==> src/sv/vsps_pkg.sv <==
// Shared constants, types and codes for the vertical seam path search.
// No dependencies.
`timescale 1ns / 1ps
`default_nettype none

package vsps_pkg;

    localparam int MAX_ROWS    = 64;
    localparam int MAX_COLS    = 256;
    localparam int ROW_W       = $clog2(MAX_ROWS);
    localparam int COL_W       = $clog2(MAX_COLS);
    localparam int ENERGY_W    = 18;
    // worst path: (MAX_ROWS - 1) rows of full-scale energy
    localparam int COST_W      = 24;
    localparam int CFG_IDX_W   = 2;
    localparam int CFG_DATA_W  = (ROW_W > COL_W) ? ROW_W + 1 : COL_W + 1;
    localparam int QUEUE_DEPTH = 4;
    localparam int COST_AW     = COL_W + 1;
    localparam int CHOICE_AW   = ROW_W + COL_W;

    typedef enum logic [CFG_IDX_W-1:0] {
        CFG_ROWS   = 2'd0,
        CFG_COLS   = 2'd1,
        CFG_SEARCH = 2'd2
    } t_cfg_reg;

    typedef enum logic [1:0] {
        CH_LEFT  = 2'd0,
        CH_UP    = 2'd1,
        CH_RIGHT = 2'd2
    } t_choice;

    typedef struct packed {
        logic [ENERGY_W-1:0] energy;
        logic [ROW_W-1:0]    row;
        logic [COL_W-1:0]    col;
        logic                last_col;
        logic                last_row;
    } t_item;

    typedef struct packed {
        logic [ROW_W:0] rows_eff;
        logic [COL_W:0] cols_eff;
        logic           search_max;
    } t_cfg;

endpackage

`default_nettype wire

==> src/sv/vsps_queue.sv <==
// Short request queue between the front end and the back end.
// Depends on vsps_pkg.
`timescale 1ns / 1ps
`default_nettype none

module vsps_queue (
    input  wire logic            i_clk,
    input  wire logic            i_rst_n,
    input  wire logic            i_push,
    input  wire vsps_pkg::t_item i_item,
    output logic                 o_full,
    output logic                 o_valid,
    output vsps_pkg::t_item      o_item,
    input  wire logic            i_pop
);

    localparam int QA_W = $clog2(vsps_pkg::QUEUE_DEPTH);

    vsps_pkg::t_item   r_mem [vsps_pkg::QUEUE_DEPTH];
    logic [QA_W-1:0]   r_wr;
    logic [QA_W-1:0]   r_rd;
    logic [QA_W:0]     r_count;

    assign o_full  = r_count == (QA_W + 1)'(vsps_pkg::QUEUE_DEPTH);
    assign o_valid = r_count != '0;
    assign o_item  = r_mem[r_rd];

    always_ff @(posedge i_clk) begin
        if (i_push) begin
            r_mem[r_wr] <= i_item;
        end
    end

    always_ff @(posedge i_clk) begin
        if (!i_rst_n) begin
            r_wr    <= '0;
            r_rd    <= '0;
            r_count <= '0;
        end else begin
            if (i_push) begin
                r_wr <= (r_wr == QA_W'(vsps_pkg::QUEUE_DEPTH - 1)) ? '0 : r_wr + QA_W'(1);
            end
            if (i_pop) begin
                r_rd <= (r_rd == QA_W'(vsps_pkg::QUEUE_DEPTH - 1)) ? '0 : r_rd + QA_W'(1);
            end
            if (i_push && !i_pop) begin
                r_count <= r_count + (QA_W + 1)'(1);
            end else if (i_pop && !i_push) begin
                r_count <= r_count - (QA_W + 1)'(1);
            end
        end
    end

endmodule

`default_nettype wire

==> config.mk <==
export PLATFORM = sky130hd
export DESIGN_NAME = vsps_queue
export DESIGN_NICKNAME = d
export VERILOG_FILES = /design/src/sv/vsps_pkg.sv /design/src/sv/vsps_queue.sv
export SDC_FILE = /design/constraint.sdc
export NUM_CORES = 1
export LEC_CHECK = 0
export BUFFER_PORTS_ARGS = -buffer_cell sky130_fd_sc_hd__buf_2
export CORE_MARGIN = 5
export CORE_UTILIZATION = 25
export DETAILED_ROUTE_END_ITERATION = 8
export GPL_TIMING_DRIVEN = 1
export PLACE_DENSITY_LB_ADDON = 0.08
export SYNTH_ARGS = -nofsm -noshare
export SYNTH_HDL_FRONTEND = slang
export SYNTH_SLANG_ARGS = --single-unit
export TNS_END_PERCENT = 10
==> constraint.sdc <==
create_clock -name i_clk -period 1.9 [get_ports i_clk]
set_clock_uncertainty 0.2 [all_clocks]
set_input_delay 0 -clock i_clk [delete_from_list [all_inputs] [get_ports i_clk]]
set_output_delay 0 -clock i_clk [all_outputs]
set_load 0.02 [all_outputs]
# Yosys cells after proc, flatten, opt, wreduce, memory -nomap -nowiden
# Memory sizes are Yosys's and may differ from the RTL's. A register that Yosys moved wholly into a read port is not among the register bits.
# Cells that the tools add are included.
# word_totals
regBits,7
ram_bits,136
input_bits,38
out_inout_bits,36
word_cells,25
n_memories,1
# classes
addsub,4
eq_ne,3
n_mux,8
n_reduce_logical,6
# mem_list
memory,depth,width,rd,rd_clocked_by_memory_dff,wr,line,source
r_mem,4,34,1,1,1,vsps_queue.sv:19,vsps_pkg::t_item r_mem [vsps_pkg::QUEUE_DEPTH];
# ops
op,count
$mux W2,4
$mux W3,2
$add A2 B1 Y2 const B,2
$eq A2 B2 Y1 const B,2
$add A3 B1 Y3 const B,1
$eq A3 B3 Y1 const B,1
$reduce_bool A3 Y1,1
$sub A3 B1 Y3 const B,1
$logic_and A1 B1 Y1,2
$logic_not A1 Y1,2
$mux W1,2
$reduce_bool A2 Y1,1

# Depth between registers and ports, before layout
# depth
ltp_word,4
ltp_mapped,7
depth_no_buf,7

# Worst setup path after synthesis
# No wires, ideal clock.
# synth_timing
path_kind,reg2reg
startpoint,reg r_wr[0]
endpoint,"mem r_mem[3][0] (netlist bit), enable pin"
setup_time_ns,0.394
arrival_ns,1.385
t_required_ns,1.306
slack_ns,-0.079
stages_incl_launch_ff,3
n_path_buf,0
synth_period_minus_slack_ns,1.979
path_cell_list,dfxtp_1 ha_1 and2_1
# synth_rtl
element,line,source
"start, declared",vsps_queue.sv:20,logic [QA_W-1:0] r_wr;
"start signal, assigned",vsps_queue.sv:41,r_wr <= (r_wr == QA_W'(vsps_pkg::QUEUE_DEPTH - 1)) ? '0 : r_wr + QA_W'(1);
"end, declared",vsps_queue.sv:19,
# No word-level cell before the write port.

==> flow_metrics.py <==
metrics = {
    "run_status": {
        "status": "finished, violations left",
        "violations": "negative setup slack",
    },
    "power_and_ir_drop": {
        "power_density_mw_per_mm2": 1043,
        "p_leak_nw": 2.544,
        "peakVddDrop_v": 0.0005123,
    },
    "logic_synthesis": {
        "synthCells": 222,
        "synthMuxAreaShare": 0.1516,
        "synth_top_cell_area_share": 0.7543,
        "syn_avg_cell_area_sq_um": 24.39,
        "ys_seq_elements": 145,
        "yosysWarnings": 0,
        "yosys.area_share.adder": 0.01756,
        "yosysTopAreaCell": "edfxtp_1",
        "synth_nets": 267,
        "synth-seq-area-share": 0.7876,
        "synth_top_family_by_area": "multiplexers",
        "synth_xor_area_frac": 0.003235,
        "synth-simple-area-share": 0.01687,
        "synth.area.top_cells": "edfxtp_1 (75%), mux4_2 (12%), dfxtp_1 (3.3%)",
        "synth_compound_area_frac": 0.003698,
        "yosysUniqueCellTypes": 23,
        "netlist_area_sq_mm": 0.005414,
    },
    "clocking": {
        "cts-buffers-inserted": 17,
        "tritoncts": "built",
        "cts_sinks": 145,
        "clock_latency_ps": 410,
        "path_clk_slew_ps": 60,
        "clock-root-buffer": "clkbuf_16",
        "cts.path.max_buffers": 2,
        "htreeDepth": 4,
    },
    "setup_path": {
        "crit_type": "register to output pin",
        "cp_slowest_cell": "mux4_2",
        "cp.required_ps": 1700,
        "max_stage_delay_ps": 510,
        "crit_chain": "buf_12 -> buf_12 -> mux4_2 -> buf_6",
        "r2r-start": "r_count[0]",
        "cp-start-kind": "register",
        "reg2regPathDepth": 4,
        "crit_top_cell": "buf_12",
        "crit_fanout": 7,
        "crit_arrival_ps": 1740,
        "end_kind": "output pin",
    },
    "cells_and_area": {
        "antenna_cells": 0,
        "drive_gt1_frac": 0.4255,
        "final_cell_mix": "edfxtp_1 (136), buf_2 (54), dlygate4sd3_1 (37), mux4_2 (32), buf_6 (18)",
        "final_nets": 408,
        "fin_util": 0.3493,
        "fin_cells": 651,
        "area_delta_synth_final_pct": 36.49,
        "final_common_cell": "edfxtp_1",
    },
    "floorplanning": {
        "die_area_sq_mm": 0.02470,
        "pin_count": 74,
        "coreArea_sq_mm": 0.02115,
        "rows": 53,
        "fp.dieH_um": 157.2,
        "die_w_um": 157.2,
        "initial_core_util": 0.2559,
    },
    "place": {
        "place_inst": 573,
        "hpwlAfterDp_mm": 6.698,
        "port_buffers": 73,
        "routabilityCongestion": 0.6640,
    },
    "sta": {
        "tightest_slew_ps": 364.9,
        "fin_crit_ps": 1938,
        "fin_ws_ps": -37.54,
        "max-slew-margin-rel": 0.7567,
        "fin_crit_sh": 1.020,
        "setup_violations": 28,
        "fmax_mhz": 516.1,
        "slew_violations": 0,
        "rsz0062_at_grt": "true",
        "hold_viol_final": 0,
        "fin_hold_ws_ps": 129.5,
    },
    "global_routing": {
        "grt_usage": 0.09831,
        "grt_pass1_vias": 2986,
        "grt_max_degree": 35,
        "grt_overflow_total": 0,
        "antenna_found_initial": 0,
        "grt_first_pass_wirelength_mm": 17.57,
    },
    "route": {
        "vias": 2636,
        "postRouteAntennaNets": 0,
        "drt_wl_total_mm": 11.17,
        "first_iter_violations": 97,
        "drc": 0,
        "viasPerCell": 4.049,
        "wl_per_cell_um": 17.16,
        "firstDrtPassIters": 5,
    },
    "hold_path": {
        "min_path_type": "input port to register",
        "worstHoldPathCells": 2,
        "worstHoldStart": "i_item[14]",
    },
    "run": {
        "cap_viol_max_count": 0,
    },
}
[layout make-up]
class	instances	area (sq um)
clock buffers	20	436.7
clock inverters	12	108.9
fillers	2023	13760
inverters	4	15.01
multi-input cells	65	1045
flip-flops and latches	145	4269
well taps	275	344.1
repair buffers	130	1171
[final timing paths]
kind	endpoint	slack (ps)
min	r_mem[0][14]	130
max	o_item[3]	-40
min reg2reg	r_count[2]	310
max reg2reg	r_count[2]	250
[cells in the mapped netlist (all sizes together)]
cell type	number
a21boi	1
and2	5
buf	7
clkbuf	1
dfxtp	9
edfxtp	136
fa	1
ha	6
inv	4
mux2i	4
mux4	34
nor2	1
nor2b	5
nor3	1
nor3b	1
o21a	1
o21ai	1
or3	2
xnor2	1
xor2	1
[sequential cells by signal (all words and copies together) (netlist names), named ones only]
| register | count |
|---|---|
| r_count | 3 |
| r_rd | 2 |
| r_wr | 2 |
| r_mem | 136 |
[critical path, delay by kind of cell (launching register included)]
kind                   cells  cell delay (ps)
buffers and inverters      3              410
DFF                        1              390
muxes                      1              510
[per-layer routing]
layer | vias up | part of all wire | global-route usage
met5 | - | 0 | 0
met4 | 0 | 0.016 | 0.03933
met3 | 15 | 0.046 | 0.03354
met2 | 53 | 0.50 | 0.1602
met1 | 1358 | 0.44 | 0.1206
li1 | 1210 | - | -
[cell families after synthesis]
kind of cell,Yosys count
muxes,38
adders and majority gates,7
buffers and inverters,12
AOI/OAI and AO/OA,3
and+or+nand+nor,15
DFF,145
xor gates and xnor gates,2
[metrics by stage]
step           area, sq um  power, mW  setup WS (ps)  TNS, ps
6_report              7390      7.711         -37.54   -752.4
5_1_grt               7390      8.084         -112.1    -2928
4_1_cts               7360      7.847         -83.70    -2209
3_5_place_dp          6186      4.533          201.0        0
3_3_place_gp          6186      4.531          225.8        0
2_1_floorplan         5415      4.231         -70.20    -6573
[where the power goes]
| group | internal (mW) | total [mW] | leakage (nW) | switching [mW] |
|---|---|---|---|---|
| Sequential | 3.65 | 3.70 | 1.32 | 0.0472 |
| Combinational | 0.471 | 0.932 | 0.965 | 0.461 |
| Clock | 1.80 | 3.08 | 0.254 | 1.28 |
[what timing repair did]
| item | in CTS | in global routing |
|---|---|---|
| hold endpoints to repair | 147 | 0 |
| hold buffers | 37 | 0 |
| setup endpoints to repair | 34 | 35 |
| resized for setup | 32 | 12 |
| gates cloned | 1 | 0 |
| setup buffers | 8 | 0 |
Note: power is estimated with default switching activity, not from simulation.
