File: src/sv/vsps_pkg.sv
// Shared constants, types and codes for the vertical seam path search.
// No dependencies.
`timescale 1ns / 1ps
`default_nettype none

package vsps_pkg;

    localparam int MAX_ROWS    = 64;
    localparam int MAX_COLS    = 256;
    localparam int ROW_W       = $clog2(MAX_ROWS);
    localparam int COL_W       = $clog2(MAX_COLS);
    localparam int ENERGY_W    = 18;
    // worst path: (MAX_ROWS - 1) rows of full-scale energy
    localparam int COST_W      = 24;
    localparam int CFG_IDX_W   = 2;
    localparam int CFG_DATA_W  = (ROW_W > COL_W) ? ROW_W + 1 : COL_W + 1;
    localparam int QUEUE_DEPTH = 4;
    localparam int COST_AW     = COL_W + 1;
    localparam int CHOICE_AW   = ROW_W + COL_W;

    typedef enum logic [CFG_IDX_W-1:0] {
        CFG_ROWS   = 2'd0,
        CFG_COLS   = 2'd1,
        CFG_SEARCH = 2'd2
    } t_cfg_reg;

    typedef enum logic [1:0] {
        CH_LEFT  = 2'd0,
        CH_UP    = 2'd1,
        CH_RIGHT = 2'd2
    } t_choice;

    typedef struct packed {
        logic [ENERGY_W-1:0] energy;
        logic [ROW_W-1:0]    row;
        logic [COL_W-1:0]    col;
        logic                last_col;
        logic                last_row;
    } t_item;

    typedef struct packed {
        logic [ROW_W:0] rows_eff;
        logic [COL_W:0] cols_eff;
        logic           search_max;
    } t_cfg;

endpackage

`default_nettype wire

File: src/sv/vsps_front.sv
// Front end: configuration registers, raster position counters, item tagging.
// Depends on vsps_pkg.
`timescale 1ns / 1ps
`default_nettype none

module vsps_front (
    input  wire logic                                i_clk,
    input  wire logic                                i_rst_n,
    input  wire logic                                i_cfg_valid,
    input  wire logic [vsps_pkg::CFG_IDX_W-1:0]      i_cfg_index,
    input  wire logic [vsps_pkg::CFG_DATA_W-1:0]     i_cfg_data,
    output logic                                     o_cfg_ready,
    input  wire logic                                i_in_valid,
    output logic                                     o_in_stall,
    input  wire logic [vsps_pkg::ENERGY_W-1:0]       i_energy_value,
    input  wire logic                                i_q_full,
    output logic                                     o_push,
    output vsps_pkg::t_item                          o_item,
    output vsps_pkg::t_cfg                           o_cfg
);

    logic [vsps_pkg::ROW_W:0]   r_rows_eff;
    logic [vsps_pkg::COL_W:0]   r_cols_eff;
    logic                       r_search_max;
    logic [vsps_pkg::ROW_W-1:0] r_row;
    logic [vsps_pkg::COL_W-1:0] r_col;

    logic [vsps_pkg::ROW_W:0]   rows_wr;
    logic [vsps_pkg::COL_W:0]   cols_wr;
    logic                       last_col;
    logic                       last_row;

    assign o_cfg_ready = 1'b1;
    assign o_in_stall  = i_q_full;
    assign o_push      = i_in_valid && !i_q_full;

    assign last_col = ((vsps_pkg::COL_W + 1)'(r_col) + (vsps_pkg::COL_W + 1)'(1)) == r_cols_eff;
    assign last_row = ((vsps_pkg::ROW_W + 1)'(r_row) + (vsps_pkg::ROW_W + 1)'(1)) == r_rows_eff;

    // clamp register writes to the supported frame size
    always_comb begin
        rows_wr = i_cfg_data[vsps_pkg::ROW_W:0];
        if (rows_wr < (vsps_pkg::ROW_W + 1)'(2)) begin
            rows_wr = (vsps_pkg::ROW_W + 1)'(2);
        end else if (rows_wr > (vsps_pkg::ROW_W + 1)'(vsps_pkg::MAX_ROWS)) begin
            rows_wr = (vsps_pkg::ROW_W + 1)'(vsps_pkg::MAX_ROWS);
        end
        cols_wr = i_cfg_data[vsps_pkg::COL_W:0];
        if (cols_wr < (vsps_pkg::COL_W + 1)'(1)) begin
            cols_wr = (vsps_pkg::COL_W + 1)'(1);
        end else if (cols_wr > (vsps_pkg::COL_W + 1)'(vsps_pkg::MAX_COLS)) begin
            cols_wr = (vsps_pkg::COL_W + 1)'(vsps_pkg::MAX_COLS);
        end
    end

    always_comb begin
        o_item.energy   = i_energy_value;
        o_item.row      = r_row;
        o_item.col      = r_col;
        o_item.last_col = last_col;
        o_item.last_row = last_row;
        o_cfg.rows_eff   = r_rows_eff;
        o_cfg.cols_eff   = r_cols_eff;
        o_cfg.search_max = r_search_max;
    end

    always_ff @(posedge i_clk) begin
        if (!i_rst_n) begin
            r_rows_eff   <= (vsps_pkg::ROW_W + 1)'(vsps_pkg::MAX_ROWS);
            r_cols_eff   <= (vsps_pkg::COL_W + 1)'(vsps_pkg::MAX_COLS);
            r_search_max <= 1'b0;
            r_row        <= '0;
            r_col        <= '0;
        end else if (i_cfg_valid) begin
            // a write to the rows, columns or search register restarts the frame
            case (vsps_pkg::t_cfg_reg'(i_cfg_index))
                vsps_pkg::CFG_ROWS: begin
                    r_rows_eff <= rows_wr;
                    r_row      <= '0;
                    r_col      <= '0;
                end
                vsps_pkg::CFG_COLS: begin
                    r_cols_eff <= cols_wr;
                    r_row      <= '0;
                    r_col      <= '0;
                end
                vsps_pkg::CFG_SEARCH: begin
                    r_search_max <= i_cfg_data[0];
                    r_row        <= '0;
                    r_col        <= '0;
                end
                default: begin
                end
            endcase
        end else if (o_push) begin
            if (last_col) begin
                r_col <= '0;
                r_row <= last_row ? '0 : r_row + vsps_pkg::ROW_W'(1);
            end else begin
                r_col <= r_col + vsps_pkg::COL_W'(1);
            end
        end
    end

endmodule

`default_nettype wire

File: config.mk
export PLATFORM = sky130hd
export DESIGN_NAME = vsps_front
export DESIGN_NICKNAME = d
export VERILOG_FILES = /design/src/sv/vsps_pkg.sv /design/src/sv/vsps_front.sv
export SDC_FILE = /design/constraint.sdc
export NUM_CORES = 1
export LEC_CHECK = 0
export BUFFER_PORTS_ARGS = -buffer_cell sky130_fd_sc_hd__buf_2
export CORE_ASPECT_RATIO = 0.9
export CORE_MARGIN = 2
export CORE_UTILIZATION = 40
export DETAILED_ROUTE_END_ITERATION = 10
export PLACE_DENSITY = 0.66
export SETUP_SLACK_MARGIN = 0.4
export SYNTH_ARGS = -nofsm -noshare
export SYNTH_HDL_FRONTEND = slang
export SYNTH_SLANG_ARGS = --single-unit
File: constraint.sdc
create_clock -name i_clk -period 7.1 [get_ports i_clk]
set_clock_uncertainty 0.2 [all_clocks]
set_input_delay 1.42 -clock i_clk [delete_from_list [all_inputs] [get_ports i_clk]]
set_output_delay 1.42 -clock i_clk [all_outputs]
set_load 0.02 [all_outputs]
# [Word-level counts from Yosys, hierarchy flattened]
# Index checks and enable logic that the tools add are counted.
[word_totals] latchBits=0 register_bits=31 ram_bits=0 output_inout_bits=54 mem_bits_ro=0 mem_count=0 input_bits=34 word_cells=42
[classes] addsub=4 reduce_logical=11 div=0 n_bitwise=0 eq_ne=5 n_mul=0 shift=0 order_cmp=4 n_mux=13
[ops] op="$mux 8" n=4
[ops] op="$mux 6" n=5
[ops] op="$mux 9" n=2
[ops] op="$mux 7" n=2
[ops] op="$add 8x1->9 const B" n=1
[ops] op="$eq 9x9->1" n=1
[ops] op="$gt 9x9->1 const B" n=1
[ops] op="$lt 9x1->1 const B" n=1
[ops] op="$add 8x1->8 const B" n=1
[ops] op="$reduce_and 2->1" n=4
[ops] op="$add 6x1->7 const B" n=1
[ops] op="$eq 7x7->1" n=1
[ops] op="$gt 7x7->1 const B" n=1
[ops] op="$lt 7x2->1 const B" n=1
[ops] op="$add 6x1->6 const B" n=1
[ops] op="$reduce_bool 2->1" n=2
[ops] op="$reduce_and 3->1" n=1
[ops] op="$reduce_or 3->1" n=1
[ops] op="$eq 2x1->1 const B" n=1
[ops] op="$eq 2x2->1 const B" n=1
[ops] op="$logic_not 2->1" n=1
[ops] op="$ne 2x2->1 const B" n=1
[ops] op="$logic_and 1x1->1" n=1
[ops] op="$logic_not 1->1" n=1

# [Depth between registers and ports, before layout]
# Gate-level depths: netlist of run 1.
[logic_depth] depth_word=6 ltp_mapped=8

# [Worst setup path before layout of run 1]
# OpenSTA, ideal clock, no wires.
[synth_timing] path_kind="reg-to-output" startpoint="reg r_col[0] (netlist name)" endpoint="out o_item[1] (netlist name)" t_required_ns=5.480 arrival_ns=1.947 setup_slack_ns=3.533 stages_incl_launch_ff=7 path_cell_list="dfxtp_1 > ha_1 > nand3_2 > or4_4 > a21oi_4 > o211a_1 > buf_4"
[synth_between] elab_chain_cells=2
[synth_rtl] item="start, declared" line_no="vsps_front.sv:26" text="logic [vsps_pkg::COL_W-1:0] r_col;"
[synth_rtl] item="start signal, assigned" line_no="vsps_front.sv:100" text="r_col <= r_col + vsps_pkg::COL_W'(1);"
[synth_rtl] item="$add 8x1->9" line_no="vsps_front.sv:37" text="assign last_col = ((vsps_pkg::COL_W + 1)'(r_col) + (vsps_pkg::COL_W + 1)'(1)) == r_cols_eff;"
[synth_rtl] item="$eq 9x9->1" line_no="vsps_front.sv:37"
[synth_rtl] item="end, declared" line_no="vsps_front.sv:18" text="output vsps_pkg::t_item o_item,"
# Every way passes these cells.

==> metrics.yaml, run 1 <==
cts_root_buf: "clkbuf_8"
synth_area_leaders: "dfxtp_1, buf_4, xnor2_1, nor2b_1, mux2i_1"
syn2layout_area_growth_pct: 10.5
top_usage_layer: "met2"
synth-compound-area-share_pct: 17.5
period_minus_slack_ns: 3.89
grt_pass1_wl_um: 7840
cts.repair.resized: 0
synth_seq_area_share_pct: 29.5
synth_edf_count: 0
totalWireLength_um: 4810
drc_errors: 0
utilization_pct: 45.0
dp_hpwl_um: 3610
p_leak_uw: 0.000924
synth.avg_cell_area_um2: 8.84
synth_fa_ha_area_share_pct: 1.19
die_h_um: 72.8
initial_core_util_pct: 40.8
hold_path.class: "flop to flop"
num_antenna_cells: 0
clkSinkCount: 31
cts_buffers: 5
max_clock_freq_ghz: 0.257
drive_gt1_share_pct: 28.4
syn_nets: 274
grt_use_total_pct: 17.2
synth.largest_area_cell: "dfxtp_1"
synth_xor_area_share_pct: 8.74
synthCells: 238
use_met3_pct: 4.08
ys_top_cells_by_count: "dfxtp_1, buf_4, nor2b_1, nand2_1, xnor2_1"
rsz0062_at_grt: "no"
vias: 1752
synth_top_area_share_pct: 29.5
synthFlopType: "dfxtp_1"
status: "finished clean"
antenna_found_initial: 0
htreeDepth: 2
power_density_nw_per_um2: 173
place.port_buffers: 50
place_inst: 320
post-route-period-util_pct: 54.8
synthSimpleGateAreaFrac_pct: 28.9
drv_cap: 0
fp.dieW_um: 80.4
routed_via_density: 5.34
synthArstFlopShare_pct: 0
cp-end-kind: "primary output"
final-hold-violation-count: 0
cp.required_ns: 5.48
vdd_drop_max_mv: 0.107
drtIter0Drc: 133
slew_headroom_pct: 45.6
layout.cells.non_filler: 328
cts_tree: "built"
drt-wirelength-per-cell_um: 14.7
core_um2: 5160
ant_nets: 0
clock_latency_ns: 0.29
netlist_area_um2: 2100
synthMuxAreaShare_pct: 2.86
synth_cell_types: 58
cp_max_fo: 7
final_nets: 296
path_clk_slew_ns: 0.07
synth-warning-count: 0
power_uw: 402
design.die.area_um2: 5850
criticalPathCategory: "flop to primary output"
synth-seq-cells: 31
grt_pass1_vias: 1615
grt_max_degree: 30
use_met2_pct: 25.6
finalSetupViolCount: 0
first_pass_iters: 4
maxSlewViolCount: 0
synth_top_family_by_area: "simple AND/OR/NAND/NOR gates"
post_cts_buffers: 0
worst_pin_slew_ns: 0.814
postCtsHoldBufs: 0
place.gp.congestion: 0.783
ios: 88
clock_path_buffers: 2
gr-total-overflow: 0
cp.arrival_ns: 2.27
yosysMostFrequentCell: "dfxtp_1"
timing.setup.tns_ns: 0
use_met1_pct: 24.5
rows: 25
start_kind: "flop"
layout by cell type, fill, tap and decap left out, types with 2 or more instances in the layout:
cell type,Yosys,routed
dfxtp_1,31,31
a31oi_1,6,6
and3_2,2,2
xor2_1,6,6
a21o_1,2,2
a22oi_1,5,5
nand2_1,16,16
clkbuf_8,0,6
and2_1,2,2
nand3b_1,5,5
xnor2_1,15,15
a32o_1,2,2
nor2b_1,19,19
o21ai_0,3,3
a22o_1,2,2
nor2_1,5,5
nor3b_1,7,7
buf_2,2,50
ha_1,2,2
mux2i_1,6,6
nand2b_1,4,4
a21oi_1,11,11
and3_1,2,2
nor3_1,3,3
nor4_1,2,2
nand3_1,9,9
a41oi_1,3,3
nand4b_1,2,2
nor4b_1,3,3
nand4_1,2,2
state kept, by name, summed over array words and instances, names as in the netlist:
signal        flops
r_col             8
r_cols_eff        9
r_row             6
r_rows_eff        7
r_search_max      1
per-stage QoR:
stage	cell area [um2]	setup slack (ns)	hold slack, ns
2_1_floorplan	2100	3.53	0.287
3_3_place_gp	2210	3.58	0.301
3_5_place_dp	2210	3.52	0.307
4_1_cts	2320	3.20	0.317
5_1_grt	2320	3.09	0.355
6_report	2320	3.21	0.319
worst max-delay path: stages (launching register included):
cell     delay, ns
dfxtp_1       0.45
ha_1          0.29
nand3_2       0.17
or4_4         0.53
a21oi_4       0.22
o211a_1       0.16
buf_2         0.16
power breakdown:
group          internal [uW]  switching [uW]  total (uW)
Clock                    113            68.1         182
Combinational           16.7            24.4        41.1
Sequential               176            3.10         179
Total                    307            95.5         402
cells by family (layout without fill, tap and decap cells):
group | Yosys count | in the layout
adder cells (fa/ha/maj) | 2 | 2
other | 1 | 1
AO/OA/AOI/OAI | 45 | 45
buffers and inverters | 36 | 59
XOR/XNOR | 21 | 21
AND/OR/NAND/NOR | 96 | 96
flip-flops | 31 | 31
multiplexers | 6 | 6
worst paths after layout:
kind | start | to | slack (ns) | depth (start not counted)
setup / recovery | r_col[0] | o_item[1] | 3.21 | 6
hold / removal | r_row[4] | r_row[4] | 0.32 | 2
setup reg to reg | r_col[0] | r_row[2] | 4.49 | 7
hold reg to reg | r_row[4] | r_row[4] | 0.32 | 2
metal layers:
metal / share of wire [%] / vias to the layer above
met5: 0 / -
met4: 1.1 / 0
met3: 5.3 / 6
met2: 43 / 58
met1: 51 / 812
li1: - / 876
layout make-up:
| cell class | instances | area (um2) |
|---|---|---|
| sequential | 31 | 621 |
| timing repair buffer | 50 | 250 |
| multi-input combinational | 171 | 1250 |
| inverter | 1 | 3.75 |
| tap | 67 | 83.8 |
| clock inverter | 2 | 35.0 |
| clock buffer | 6 | 82.6 |
| fill | 520 | 2840 |
No activity file was read; power rests on OpenSTA's default activity.
==> inputs of run 2 (changes only) <==
--- a/config.mk
+++ b/config.mk
@@ -5,12 +5,13 @@
 export SDC_FILE = /design/constraint.sdc
 export NUM_CORES = 1
 export LEC_CHECK = 0
+export ABC_AREA = 1
 export BUFFER_PORTS_ARGS = -buffer_cell sky130_fd_sc_hd__buf_2
 export CORE_ASPECT_RATIO = 0.9
 export CORE_MARGIN = 2
 export CORE_UTILIZATION = 40
 export DETAILED_ROUTE_END_ITERATION = 10
-export PLACE_DENSITY = 0.66
+export PLACE_DENSITY = 0.68
 export SETUP_SLACK_MARGIN = 0.4
 export SYNTH_ARGS = -nofsm -noshare
 export SYNTH_HDL_FRONTEND = slang
==> constraint.sdc (replaced) <==
create_clock -name i_clk -period 3.44 [get_ports i_clk]
set_clock_uncertainty 0.2 [all_clocks]
set_input_delay 0.688 -clock i_clk [delete_from_list [all_inputs] [get_ports i_clk]]
set_output_delay 0.688 -clock i_clk [all_outputs]
set_load 0.02 [all_outputs]
==> run 2 against run 1 <==
Effect of this change: setup slack lost 2.6 ns; design area is 1.7% higher; die area increased by 0.56%; combinational power grew to 3.0 times the previous value; first-iteration DRC count up 42%; critical path depth grew 2; flip-flop and latch count did not move; routed wire length is 12% higher; sequential power rose by 120%; global-route usage up 2.5 points; critical path type unchanged; critical endpoint is now o_item[0]; largest power group is now sequential cells.
==> metrics.yaml, run 2 <==
status: "finished clean"
syn2layout_area_growth_pct: 11.7
worst_pin_slew_ns: 0.777
rsz0062_at_grt: "yes"
netlist_area_um2: 2120
grt_use_total_pct: 19.7
cts_root_buf: "clkbuf_8"
cp_max_fo: 7
synth_top_area_share_pct: 29.3
antenna_found_initial: 0
grt_pass1_wl_um: 8980
timing.setup.tns_ns: 0
largest_register_ffs: 9
ys_top_cells_by_count: "nand2_1, nand3_1, inv_1, dfxtp_1, a21oi_1"
design.die.area_um2: 5890
htreeDepth: 2
synthArstFlopShare_pct: 0
synth_edf_count: 0
synthFlopType: "dfxtp_1"
place_ws_ns: 0.830
cp-end-kind: "primary output"
slew_headroom_pct: 47.5
criticalPathCategory: "flop to primary output"
n_fill_cell: 571
dp_hpwl_um: 4170
cp_slowest_stage_delay_ns: 0.45
final_nets: 411
path_clk_slew_ns: 0.07
syn_nets: 383
postCtsHoldBufs: 0
synth_cell_types: 29
ios: 88
grt_pass1_vias: 1943
first_pass_iters: 4
multi_input_area_um2: 1150
setup_slack_ns: 0.591
drive_gt1_share_pct: 19.7
vias: 2194
synth-seq-cells: 31
drc_errors: 0
crit_slowest_cell: "dfxtp_1"
period_minus_slack_ns: 2.85
power_uw: 834
clock_latency_ns: 0.29
cp.required_ns: 2.55
drv_cap: 0
cts.repair.resized: 0
place.port_buffers: 50
post_cts_buffers: 0
vdd_drop_max_mv: 0.191
yosysMostFrequentCell: "nand2_1"
clkSinkCount: 31
clock_path_buffers: 2
seqCellArea_um2: 624
top_register: "r_cols_eff"
start_kind: "flop"
synth.avg_cell_area_um2: 6.10
whs_ns: 0.255
synth.largest_area_cell: "dfxtp_1"
num_antenna_cells: 0
initial_core_util_pct: 40.7
totalWireLength_um: 5390
p_leak_uw: 0.00109
final-hold-violation-count: 0
cp.arrival_ns: 1.96
core_um2: 5190
place.gp.congestion: 0.880
ant_nets: 0
gr-total-overflow: 0
rows: 25
mostFrequentLayoutCells: "nand2_1, buf_2, nand3_1"
drtIter0Drc: 189
fp.dieW_um: 80.7
max_clock_freq_ghz: 0.351
hold_path.class: "flop to flop"
maxSlewViolCount: 0
synth-warning-count: 0
path_cells: "ha_2, xor2_1, nor2_1, nand3_1, nor2_1, nand3_1, inv_1, buf_2"
synth_area_leaders: "dfxtp_1, nand2_1, nand3_1, buf_4, a21oi_1"
routed_via_density: 4.95
grt_max_degree: 21
synthCells: 347
post-route-period-util_pct: 82.8
drt-wirelength-per-cell_um: 12.2
die_h_um: 73.0
power_density_nw_per_um2: 353
finalSetupViolCount: 0
largest_registers: "r_cols_eff x9, r_col x8, r_rows_eff x7"
final_common_cell: "nand2_1"
synth_seq_area_share_pct: 29.3
cts_buffers: 5
cts_tree: "built"
-- run 2: kinds of logic (layout without fill, tap and decap cells) --
logic type               count (synthesis)  in the layout  share of synthesized area [%]
other                                    1              1                          0.177
AO/OA/AOI/OAI                           42             42                           10.9
adder cells (fa/ha/maj)                  2              2                           1.18
XOR/XNOR                                 2              2                          0.828
AND/OR/NAND/NOR                        200            200                           40.8
flip-flops                              31             31                           29.3
buffers and inverters                   69             98                           16.8
-- run 2: layout make-up --
class                   count  area share [%]
clock buffers               7            4.08
well taps                  67            3.55
clock inverters             1           0.318
multi-input cells         247            48.7
flip-flops and latches     31            26.4
repair buffers             50            10.6
inverters                  40            6.36
-- run 2: path summary, 6_finish.rpt --
kind / start / end / slack [ns] / cells after the start
setup / recovery: r_row[1] / o_item[0] / 0.59 / 8
setup reg to reg: r_col[1] / r_row[3] / 1.28 / 12
hold / removal: r_search_max / r_search_max / 0.26 / 2
hold reg to reg: r_search_max / r_search_max / 0.26 / 2
-- run 2: where the power goes --
group	internal (uW)	leakage, uW	switching [uW]
sequential	371	0.000253	17.4
combinational	42.7	0.000782	80.8
clock	182	0.0000505	140
total	595	0.00109	239
-- run 2: metal layers --
| metal | GRT usage (%) | routed length [um] | part of all wire [%] |
|---|---|---|---|
| met1 | 27.4 | 2620 | 49 |
| met2 | 29.8 | 2370 | 44 |
| met5 | 0 | 0 | 0 |
| met4 | 6.97 | 75 | 1.4 |
| met3 | 4.70 | 325 | 6.0 |
-- run 2: worst max-delay path, delay by kind of cell, from the launching register on --
kind / cells / cell delay [ns]
xor gates and xnor gates: 1 / 0.14
adders and majority gates: 1 / 0.34
buffers and inverters: 2 / 0.26
DFF: 1 / 0.45
and+or+nand+nor: 4 / 0.49
-- run 2: metrics by stage --
step | std cells | utilization [%] | cell area [um2]
6_report | 443 | 45.5 | 2360
3_5_place_dp | 435 | 43.2 | 2240
2_1_floorplan | 347 | - | 2120
5_1_grt | 443 | 45.5 | 2360
3_3_place_gp | 435 | 43.2 | 2240
4_1_cts | 443 | 45.2 | 2350
==> inputs of run 3 (changes only) <==
==> constraint.sdc (replaced) <==
create_clock -name i_clk -period 2.5 [get_ports i_clk]
set_clock_uncertainty 0.2 [all_clocks]
set_input_delay 0.5 -clock i_clk [delete_from_list [all_inputs] [get_ports i_clk]]
set_output_delay 0.5 -clock i_clk [all_outputs]
set_load 0.02 [all_outputs]
==> run 3 against run 2 <==
Effect of this change: largest power group unchanged; sequential share of layout area is 3.3 points lower; flip-flop and latch count is the same; design area increased by 18%; routed wire length is 15% higher; final cell count is 5.9% higher; largest cell class unchanged; sequential power up 37%; combinational power grew 75%; non-clock buffer count increased by 25; die area stayed put.
==> metrics.yaml, run 3 (synthesis gave the netlist of run 2 again) <==
largest_register_ffs: 9
ios: 88
cp.required_ns: 1.80
status: "finished clean"
whs_ns: 0.248
start_kind: "flop"
power_uw: 1160
layout.cells.non_filler: 469
totalWireLength_um: 6200
drive_gt1_share_pct: 34.3
initial_core_util_pct: 40.7
ant_nets: 0
drc_errors: 0
cts_tree: "built"
cp.buffers_inverters: 2
vias: 2327
criticalPathCategory: "flop to primary output"
grt_pass1_vias: 2103
setup_slack_ns: 0.0738
die_h_um: 73.0
use_met1_pct: 28.9
core_um2: 5190
cts_root_buf: "clkbuf_8"
slew_headroom_pct: 54.9
dp_hpwl_um: 4300
regToRegSetupSlack_ns: 0.32
use_met2_pct: 33.3
final_common_cell: "nand2_1"
cp.arrival_ns: 1.73
first_pass_iters: 4
cp_slowest_stage_delay_ns: 0.41
hold_path.class: "flop to flop"
place.port_buffers: 50
rows: 25
clkSinkCount: 31
path_clk_slew_ns: 0.07
grt_max_degree: 21
top_usage_layer: "met2"
cp_max_fo: 7
final-hold-violation-count: 0
grt_pass1_wl_um: 9710
clock_latency_ns: 0.29
period_minus_slack_ns: 2.43
fp.dieW_um: 80.7
path_delay_family: "simple AND/OR/NAND/NOR gates"
post-route-period-util_pct: 97.0
p_leak_uw: 0.00126
mostFrequentLayoutCells: "nand2_1, buf_2, inv_1"
crit_slowest_cell: "dfxtp_2"
grt_use_total_pct: 21.2
num_antenna_cells: 0
htreeDepth: 2
routed_via_density: 4.96
largest_registers: "r_cols_eff x9, r_col x8, r_rows_eff x7"
antenna_found_initial: 0
path_cells: "nand2_2, nor2_4, nand3_1, nand3_1, nand2_1, nor2_1, nand3_2, inv_2, buf_6"
place_ws_ns: 0.244
final_nets: 437
maxSlewViolCount: 0
place.gp.congestion: 0.991
syn2layout_area_growth_pct: 32.1
vdd_drop_max_mv: 0.217
use_met3_pct: 4.95
top_register: "r_cols_eff"
clock_path_buffers: 2
cts_buffers: 5
worst_pin_slew_ns: 0.672
power_density_nw_per_um2: 416
place_inst: 439
drt-wirelength-per-cell_um: 13.2
postCtsHoldBufs: 0
drtIter0Drc: 186
critPathMostFrequentCell: "nand3_1"
finalSetupViolCount: 0
drv_cap: 0
design.die.area_um2: 5890
rsz0062_at_grt: "yes"
timing.setup.tns_ns: 0
gr-total-overflow: 0
cp-end-kind: "primary output"
n_fill_cell: 555
max_clock_freq_ghz: 0.412
==> run 3: cell types whose count changed in the layout (fill, tap and decap cells not counted), moves of 4 or more <==
cell	before	now
buf_4	0	14
buf_6	0	12
nand2_1	111	101
nand3_1	40	30
nand3_2	1	10
nand2_2	2	10
dfxtp_1	28	21
nor2_1	29	22
dfxtp_4	0	5
inv_1	38	34
inv_2	0	4
nor2_2	2	6
==> run 3: timing repair <==
action	CTS	global route
setup endpoints to repair	2	16
gates cloned	0	1
gates resized for setup	16	39
setup buffers	19	2
pin swaps	13	15
==> run 3: cell type report <==
| cell class | instances | area, um2 | area share (%) |
|---|---|---|---|
| clock buffers | 7 | 86.3 | 3.09 |
| multi-input cells | 248 | 1320 | 47.3 |
| well taps | 67 | 83.8 | 3.00 |
| repair buffers | 75 | 500 | 17.9 |
| clock inverters | 1 | 5.00 | 0.179 |
| inverters | 40 | 150 | 5.37 |
| flip-flops and latches | 31 | 646 | 23.1 |
==> run 3: routing by layer <==
layer | up-vias | routed length, um
met5 | - | 0
met4 | 0 | 29
met3 | 4 | 326
met2 | 64 | 3030
met1 | 1061 | 2820
li1 | 1198 | -
==> run 3: worst min-delay path, delay by kind of cell (launching register included) <==
| family | cells | cell delay [ns] |
|---|---|---|
| compound gates | 1 | 0.05 |
| buf+inv | 1 | 0.05 |
| flops | 1 | 0.31 |
==> run 3: path summary, 6_finish.rpt <==
| kind | endpoint | startpoint | cells past startpoint |
|---|---|---|---|
| worst max-delay path | o_item[1] | r_col[4] | 9 |
| worst min-delay path | r_search_max | r_search_max | 2 |
| worst max register to register | r_col[2] | r_col[0] | 16 |
| worst min register to register | r_search_max | r_search_max | 2 |
==> run 3: stage by stage <==
stage / util [%] / area [um2]
6_report: 53.8 / 2790
5_1_grt: 53.8 / 2790
4_1_cts: 50.7 / 2630
3_5_place_dp: 44.9 / 2330
3_3_place_gp: 44.9 / 2330
2_1_floorplan: - / 2170
==> run 3: power breakdown <==
group          switching [uW]  internal [uW]  leakage (uW)
clock                     193            222     0.0000482
combinational             133           85.0      0.000950
sequential               22.6            507      0.000258
